## src/sscu_pkg.sv

```systemverilog
// Package for the sample sequence unwrap/classify core.
// Holds the result kind codes, field widths and the register map.
package sscu_pkg;

  localparam int unsigned COUNT_W  = 16;
  localparam int unsigned FINE_W   = 32;
  localparam int unsigned OUT_W    = 48;
  localparam int unsigned MISSED_W = 15;
  localparam int unsigned KIND_W   = 3;
  localparam int unsigned PADDR_W  = 3;
  localparam int unsigned PDATA_W  = 32;

  // Register byte addresses
  localparam logic [PADDR_W-1:0] ADDR_BRIDGE_LIMIT = 3'h0;

  typedef enum logic [KIND_W-1:0] {
    KIND_FIRST        = 3'd0,
    KIND_DUPLICATE    = 3'd1,
    KIND_OUT_OF_ORDER = 3'd2,
    KIND_NEXT         = 3'd3,
    KIND_GAP          = 3'd4,
    KIND_RESTART      = 3'd5
  } kind_e;

endpackage

```

## src/sample_sequence_unwrap_classify_core.sv

```systemverilog
// Sample sequence unwrap/classify core: top level.
// Depends on sscu_pkg for kind codes, widths and the register map.

// One item per clock sustained while the result channel is not stalled: an item
// waits in the input register, is classified and unwrapped by 16-bit and 32-bit
// subtracts, compares and two TOTAL_WIDTH-bit adds, and lands in the result
// register. The running state (last counter, last timestamp, extended totals)
// is written at the same edge as the result for items that update it, so the
// next item in the input register always sees it. bridge_limit sits at
// byte address 0; write it only while no item is in flight.
module sample_sequence_unwrap_classify_core #(
  parameter int unsigned TOTAL_WIDTH = 48
) (
  input  logic                              clk_i,
  input  logic                              rst_ni,
  // config port
  input  logic                              psel,
  input  logic                              penable,
  input  logic                              pwrite,
  input  logic [sscu_pkg::PADDR_W-1:0]      paddr,
  input  logic [sscu_pkg::PDATA_W-1:0]      pwdata,
  output logic [sscu_pkg::PDATA_W-1:0]      prdata,
  output logic                              pready,
  // input channel
  input  logic                              in_valid_i,
  output logic                              in_stall_o,
  input  logic [sscu_pkg::COUNT_W-1:0]      seq_count_i,
  input  logic [sscu_pkg::FINE_W-1:0]       fine_time_i,
  // result channel
  output logic                              out_valid_o,
  input  logic                              out_stall_i,
  output logic [sscu_pkg::KIND_W-1:0]       kind_o,
  output logic [sscu_pkg::OUT_W-1:0]        sample_index_o,
  output logic [sscu_pkg::OUT_W-1:0]        tick_total_o,
  output logic [sscu_pkg::MISSED_W-1:0]     missed_o
);
  import sscu_pkg::*;

  localparam int unsigned TW = TOTAL_WIDTH;

  // config
  logic [MISSED_W-1:0] bridge_limit_q;
  logic                cfg_wr;

  // input register
  logic                s1_valid_q;
  logic [COUNT_W-1:0]  seq_q;
  logic [FINE_W-1:0]   fine_q;

  // running state
  logic                seen_any_q;
  logic [COUNT_W-1:0]  prev_count_q;
  logic [FINE_W-1:0]   prev_time_q;
  logic [TW-1:0]       index_total_q, index_total_d;
  logic [TW-1:0]       time_total_q, time_total_d;

  // result register
  logic                out_valid_q;
  kind_e               kind_q, kind_d;
  logic [OUT_W-1:0]    index_out_q, index_out_d;
  logic [OUT_W-1:0]    tick_out_q, tick_out_d;
  logic [MISSED_W-1:0] missed_q, missed_d;

  logic                in_acc;
  logic                s1_adv;
  logic [COUNT_W-1:0]  step;
  logic [FINE_W-1:0]   fine_delta;
  logic [COUNT_W-1:0]  step_m1;
  logic                is_first, is_dup, is_ooo, upd;
  logic [63:0]         index_wide, time_wide;

  // ---------------- config port ----------------
  assign pready = 1'b1;
  assign cfg_wr = psel && penable && pwrite && pready && (paddr[2] == ADDR_BRIDGE_LIMIT[2]);
  assign prdata = (paddr[2] == ADDR_BRIDGE_LIMIT[2]) ?
                  {{(PDATA_W-MISSED_W){1'b0}}, bridge_limit_q} : '0;

  always_ff @(posedge clk_i or negedge rst_ni) begin
    if (!rst_ni) begin
      bridge_limit_q <= '0;
    end else if (cfg_wr) begin
      bridge_limit_q <= pwdata[MISSED_W-1:0];
    end
  end

  // ---------------- handshake ----------------
  assign s1_adv     = s1_valid_q && (!out_valid_q || !out_stall_i);
  assign in_stall_o = s1_valid_q && !s1_adv;
  assign in_acc     = in_valid_i && !in_stall_o;

  always_ff @(posedge clk_i or negedge rst_ni) begin
    if (!rst_ni) begin
      s1_valid_q <= 1'b0;
    end else if (in_acc) begin
      s1_valid_q <= 1'b1;
    end else if (s1_adv) begin
      s1_valid_q <= 1'b0;
    end
  end

  always_ff @(posedge clk_i) begin
    if (in_acc) begin
      seq_q  <= seq_count_i;
      fine_q <= fine_time_i;
    end
  end

  // ---------------- classify and unwrap ----------------
  always_comb begin
    step       = seq_q - prev_count_q;
    fine_delta = fine_q - prev_time_q;
    step_m1    = step - COUNT_W'(1);
    is_first   = !seen_any_q;
    is_dup     = (step == '0);
    is_ooo     = step[COUNT_W-1];   // modular step of 0x8000 or more
    upd        = is_first || (!is_dup && !is_ooo);

    index_total_d = index_total_q;
    time_total_d  = time_total_q;
    missed_d      = '0;
    kind_d        = KIND_FIRST;

    priority if (is_first) begin
      index_total_d = {{(TW-COUNT_W){1'b0}}, seq_q};
      time_total_d  = {{(TW-FINE_W){1'b0}}, fine_q};
      kind_d        = KIND_FIRST;
    end else if (is_dup) begin
      kind_d = KIND_DUPLICATE;
    end else if (is_ooo) begin
      kind_d = KIND_OUT_OF_ORDER;
    end else begin
      index_total_d = index_total_q + {{(TW-COUNT_W){1'b0}}, step};
      time_total_d  = time_total_q + {{(TW-FINE_W){1'b0}}, fine_delta};
      if (step == COUNT_W'(1)) begin
        kind_d = KIND_NEXT;
      end else begin
        missed_d = step_m1[MISSED_W-1:0];
        kind_d   = (step_m1[MISSED_W-1:0] <= bridge_limit_q) ? KIND_GAP : KIND_RESTART;
      end
    end

    index_wide  = 64'(index_total_d);
    time_wide   = 64'(time_total_d);
    index_out_d = index_wide[OUT_W-1:0];
    tick_out_d  = time_wide[OUT_W-1:0];
  end

  // ---------------- state and result registers ----------------
  always_ff @(posedge clk_i or negedge rst_ni) begin
    if (!rst_ni) begin
      seen_any_q    <= 1'b0;
      prev_count_q  <= '0;
      prev_time_q   <= '0;
      index_total_q <= '0;
      time_total_q  <= '0;
    end else if (s1_adv && upd) begin
      seen_any_q    <= 1'b1;
      prev_count_q  <= seq_q;
      prev_time_q   <= fine_q;
      index_total_q <= index_total_d;
      time_total_q  <= time_total_d;
    end
  end

  always_ff @(posedge clk_i or negedge rst_ni) begin
    if (!rst_ni) begin
      out_valid_q <= 1'b0;
    end else if (s1_adv) begin
      out_valid_q <= 1'b1;
    end else if (!out_stall_i) begin
      out_valid_q <= 1'b0;
    end
  end

  always_ff @(posedge clk_i) begin
    if (s1_adv) begin
      kind_q      <= kind_d;
      index_out_q <= index_out_d;
      tick_out_q  <= tick_out_d;
      missed_q    <= missed_d;
    end
  end

  assign out_valid_o    = out_valid_q;
  assign kind_o         = kind_q;
  assign sample_index_o = index_out_q;
  assign tick_total_o   = tick_out_q;
  assign missed_o       = missed_q;

`ifndef SYNTHESIS
  a_missed_only_on_skip: assert property (@(posedge clk_i) disable iff (!rst_ni)
    (out_valid_o && missed_o != '0) |-> (kind_o == KIND_GAP || kind_o == KIND_RESTART))
    else $error("missed count on a result that skipped nothing");

  a_first_sets_seen: assert property (@(posedge clk_i) disable iff (!rst_ni)
    (s1_adv && !seen_any_q) |=> seen_any_q)
    else $error("first item did not mark the stream as started");

  a_dup_holds_state: assert property (@(posedge clk_i) disable iff (!rst_ni)
    (s1_adv && seen_any_q && (is_dup || is_ooo)) |=>
      ($stable(index_total_q) && $stable(time_total_q) && $stable(prev_count_q)))
    else $error("duplicate or out-of-order item changed the running state");

  a_stall_needs_item: assert property (@(posedge clk_i) disable iff (!rst_ni)
    in_stall_o |-> (s1_valid_q && out_valid_q))
    else $error("input stalled with a free pipeline slot");
`endif

endmodule
```

## config.mk

```make
export PLATFORM = sky130hd
export DESIGN_NAME = sample_sequence_unwrap_classify_core
export DESIGN_NICKNAME = d
export VERILOG_FILES = /design/src/sscu_pkg.sv /design/src/sample_sequence_unwrap_classify_core.sv
export SDC_FILE = /design/constraint.sdc
export NUM_CORES = 1
export LEC_CHECK = 0
export ABC_AREA = 1
export BUFFER_PORTS_ARGS = -buffer_cell sky130_fd_sc_hd__buf_2
export CAP_MARGIN = 20
export CORE_ASPECT_RATIO = 0.5
export CORE_UTILIZATION = 35
export CTS_BUF_LIST = sky130_fd_sc_hd__clkbuf_4 sky130_fd_sc_hd__clkbuf_8
export CTS_CLUSTER_SIZE = 12
export DETAILED_ROUTE_END_ITERATION = 6
export PLACE_DENSITY = 0.54
export SLEW_MARGIN = 5
export SYNTH_ARGS = -nofsm -noshare
export SYNTH_HDL_FRONTEND = slang
export SYNTH_SLANG_ARGS = --single-unit
export TNS_END_PERCENT = 5
```

## constraint.sdc

```tcl
create_clock -name clk_i -period 10.5 [get_ports clk_i]
set_input_delay 0.525 -clock clk_i [delete_from_list [all_inputs] [get_ports clk_i]]
set_output_delay 0.525 -clock clk_i [all_outputs]
set_load 0.1 [all_outputs]
```

==> out/qor.txt <==
DRT antenna net count - 0
crit path DAT - 5.83 ns
area leader, netlist - nand2_1
RSZ-0062 raised after global routing - no
async set or reset register ratio after synthesis - 0.500
Yosys reg bits - 324
total negative slack - 0 ns
die area - 67,600 um^2
CTS buffer count - 51
outcome - complete, no violations
commonest cells in the netlist - nand2_1 (1,554), inv_1 (403), nor2_1 (271), dfrtp_1 (162), edfxtp_1 (162)
Worst Hold Margin - 0.0979 ns
initial DRC count - 1,493
Final period util - 0.517
WHS Path Cells - 3
syn_area_per_cell - 6.76 um^2
endpoint of the worst-slack reg-to-reg timing path - tick_total_o[41]
post-synthesis cell type count - 45
boundary pin count - 239
row count - 66
IO Port Bufs - 201
Post-CTS Setup Inserts - 0
Reg2Reg Depth - 22
# hold bufs at CTS - 49
placed instance count - 4,441
most common cell in the synthesized netlist - nand2_1
beginning of the worst hold path - pwdata[5]
Root Driver - clkbuf_8
Synth top area share - 0.251
GR Overflow Total - 0
Max Cap Violations - 0
Ys Warns - 0
largest net degree at the start of global routing - 93
total track usage - 0.213
final WL - 71,900 um
Max Fclk - 0.184 GHz
Hold Path Class - in -> reg
Worst Skew - 0.0404 ns
post-route cell area - 26,600 um^2
first-pass GRT wire length - 114,000 um
Final Hold Viols - 0
Via density - 4.77
critical path startpoint category - flop
Mapped Area - 23,300 um^2
chip width - 367 um
CTS tree - yes
initial antenna violation count - 1
worst skew pair latency - 0.69 ns
final slew viol count - 0
Resized cells post-CTS - 0
Finish-stage setup viols - 0
# clock sinks - 324
Syn Inst Count - 3,441
CP Class - reg -> reg
CP Max Fanout - 5
via count - 21,900
gpl congestion - 0.909
routed len/inst - 15.7 um
share of layout cells above drive strength 1 - 0.0889
core area - 65,300 um^2
dpl hpwl - 52,800 um
reg2reg setup slack - 5.07 ns
Worst Tran Pin Value - 1.06 ns
Initial Utilization - 0.356
Seq/Total Area, Yosys - 0.383
fin crit period - 5.43 ns
ys flop type - edfxtp_1
end of the worst hold path - bridge_limit_q[5]
Initial DRT Pass Iterations - 6
Vert. Die Dim - 184 um
clk slew on worst S/H paths - 0.07 ns
Post-Layout Cell Count - 4,586
H-tree Lvls - 2
Layout area overhead - 14.3%
vias in the first global route - 20,700
Placed Area - 24,900 um^2
CP required - 10.91 ns
Nets - 3,867
Synth area leaders - nand2_1 (25%), edfxtp_1 (21%), dfrtp_1 (17%)
relative slew slack - 0.293
Post-synth EDFFs - 162
Worst Setup End Kind - flop
clock tree buffer depth - 3
reg-to-reg startpoint - fine_q[0]
drt drc - 0
==> flip-flops by register name (all words and copies together) (netlist names) <==
signal,flops
sample_index_o,48
s1_valid_q,1
fine_q,32
index_total_q,48
seq_q,16
tick_total_o,48
missed_o,15
bridge_limit_q,15
out_valid_o,1
time_total_q,48
kind_o,3
prev_count_q,16
seen_any_q,1
prev_time_q,32
==> worst max-delay path, cell delays in order, from the launching register on <==
cell and delay (ns):
edfxtp_1 0.36, inv_1 0.06, ha_1 0.23, fa_1 0.40, o21ai_0 0.44, a21oi_1 0.20
o21ai_0 0.57, a21oi_1 0.21, o21bai_1 0.37, a21oi_1 0.15, xnor2_1 0.17, ha_1 0.36
nand2_1 0.11, nor2_1 0.20, nand2_1 0.14, nor3b_1 0.31, nand3_1 0.12, nand3_1 0.13
nand2_1 0.13, nor2_1 0.21, nand3_1 0.11, nand2_1 0.09, nor2_1 0.09
==> routing by layer <==
layer	wire [um]	part of all wire	track usage	vias up
li1	-	-	-	11200
met1	35300	0.49	0.296	10100
met2	32400	0.45	0.350	437
met3	2730	0.038	0.0244	87
met4	1430	0.020	0.0534	0
met5	0	0	0	-
==> cell type report <==
| type | count | area (um^2) |
|---|---|---|
| diodes | 1 | 2.50 |
| clock buffers | 58 | 773 |
| clock inverters | 37 | 387 |
| fillers | 7032 | 38700 |
| inverters | 407 | 1530 |
| multi-input cells | 2606 | 12200 |
| flip-flops and latches | 324 | 8920 |
| well taps | 884 | 1110 |
| repair buffers | 269 | 1650 |
==> cell families (layout without fill, tap and decap cells) <==
group | Yosys count | after routing | share of synthesized area
compound gates | 255 | 255 | 0.0573
xor+xnor | 76 | 76 | 0.0286
fa+ha+maj | 118 | 118 | 0.0647
buf+inv | 527 | 771 | 0.0950
flops | 324 | 324 | 0.383
other cells | 2 | 19 | 0.000323
simple gates | 2139 | 2139 | 0.371
==> layout by cell type, fill, tap and decap left out, types with 4 or more instances in the layout <==
cell / n
xor2_1: 48
clkinv_2: 15
fa_1: 4
buf_2: 200
nand3_1: 153
and2_1: 9
o21ai_1: 25
bufinv_16: 8
nand2_2: 4
nor4_1: 4
edfxtp_1: 162
nand4_1: 76
nor3_1: 34
dlygate4sd3_1: 49
ha_1: 114
clkbuf_4: 4
clkbuf_8: 54
inv_1: 401
nand2_1: 1553
clkinvlp_4: 5
buf_4: 18
dfrtp_1: 161
o21ai_0: 78
nand3b_1: 16
a21oi_1: 131
inv_2: 5
conb_1: 18
xnor2_1: 28
o21bai_1: 10
clkinv_1: 9
nor2_1: 271
==> metrics by stage <==
stage | setup WS [ns] | utilization
floorplan | 6.31 | -
global placement | 5.18 | 0.382
detailed placement | 5.14 | 0.382
CTS | 5.08 | 0.407
global route | 4.65 | 0.407
finish | 5.07 | 0.407
==> worst max path at each step <==
stage,from,to,slack (ns),cells past startpoint
6_report,fine_q[0],tick_total_o[41],5.07,22
5_1_grt,fine_q[0],tick_total_o[41],4.65,22
4_1_cts,fine_q[0],tick_total_o[41],5.08,22
3_5_place_dp,fine_q[0],tick_total_o[41],5.14,22
3_3_place_gp,fine_q[0],tick_total_o[41],5.18,22
2_1_floorplan,out_valid_o,index_total_q[1],6.31,8
Power is left out: the tool's default activity adds up to more than one toggle a clock period on the data nets, which glitch-free logic cannot reach.
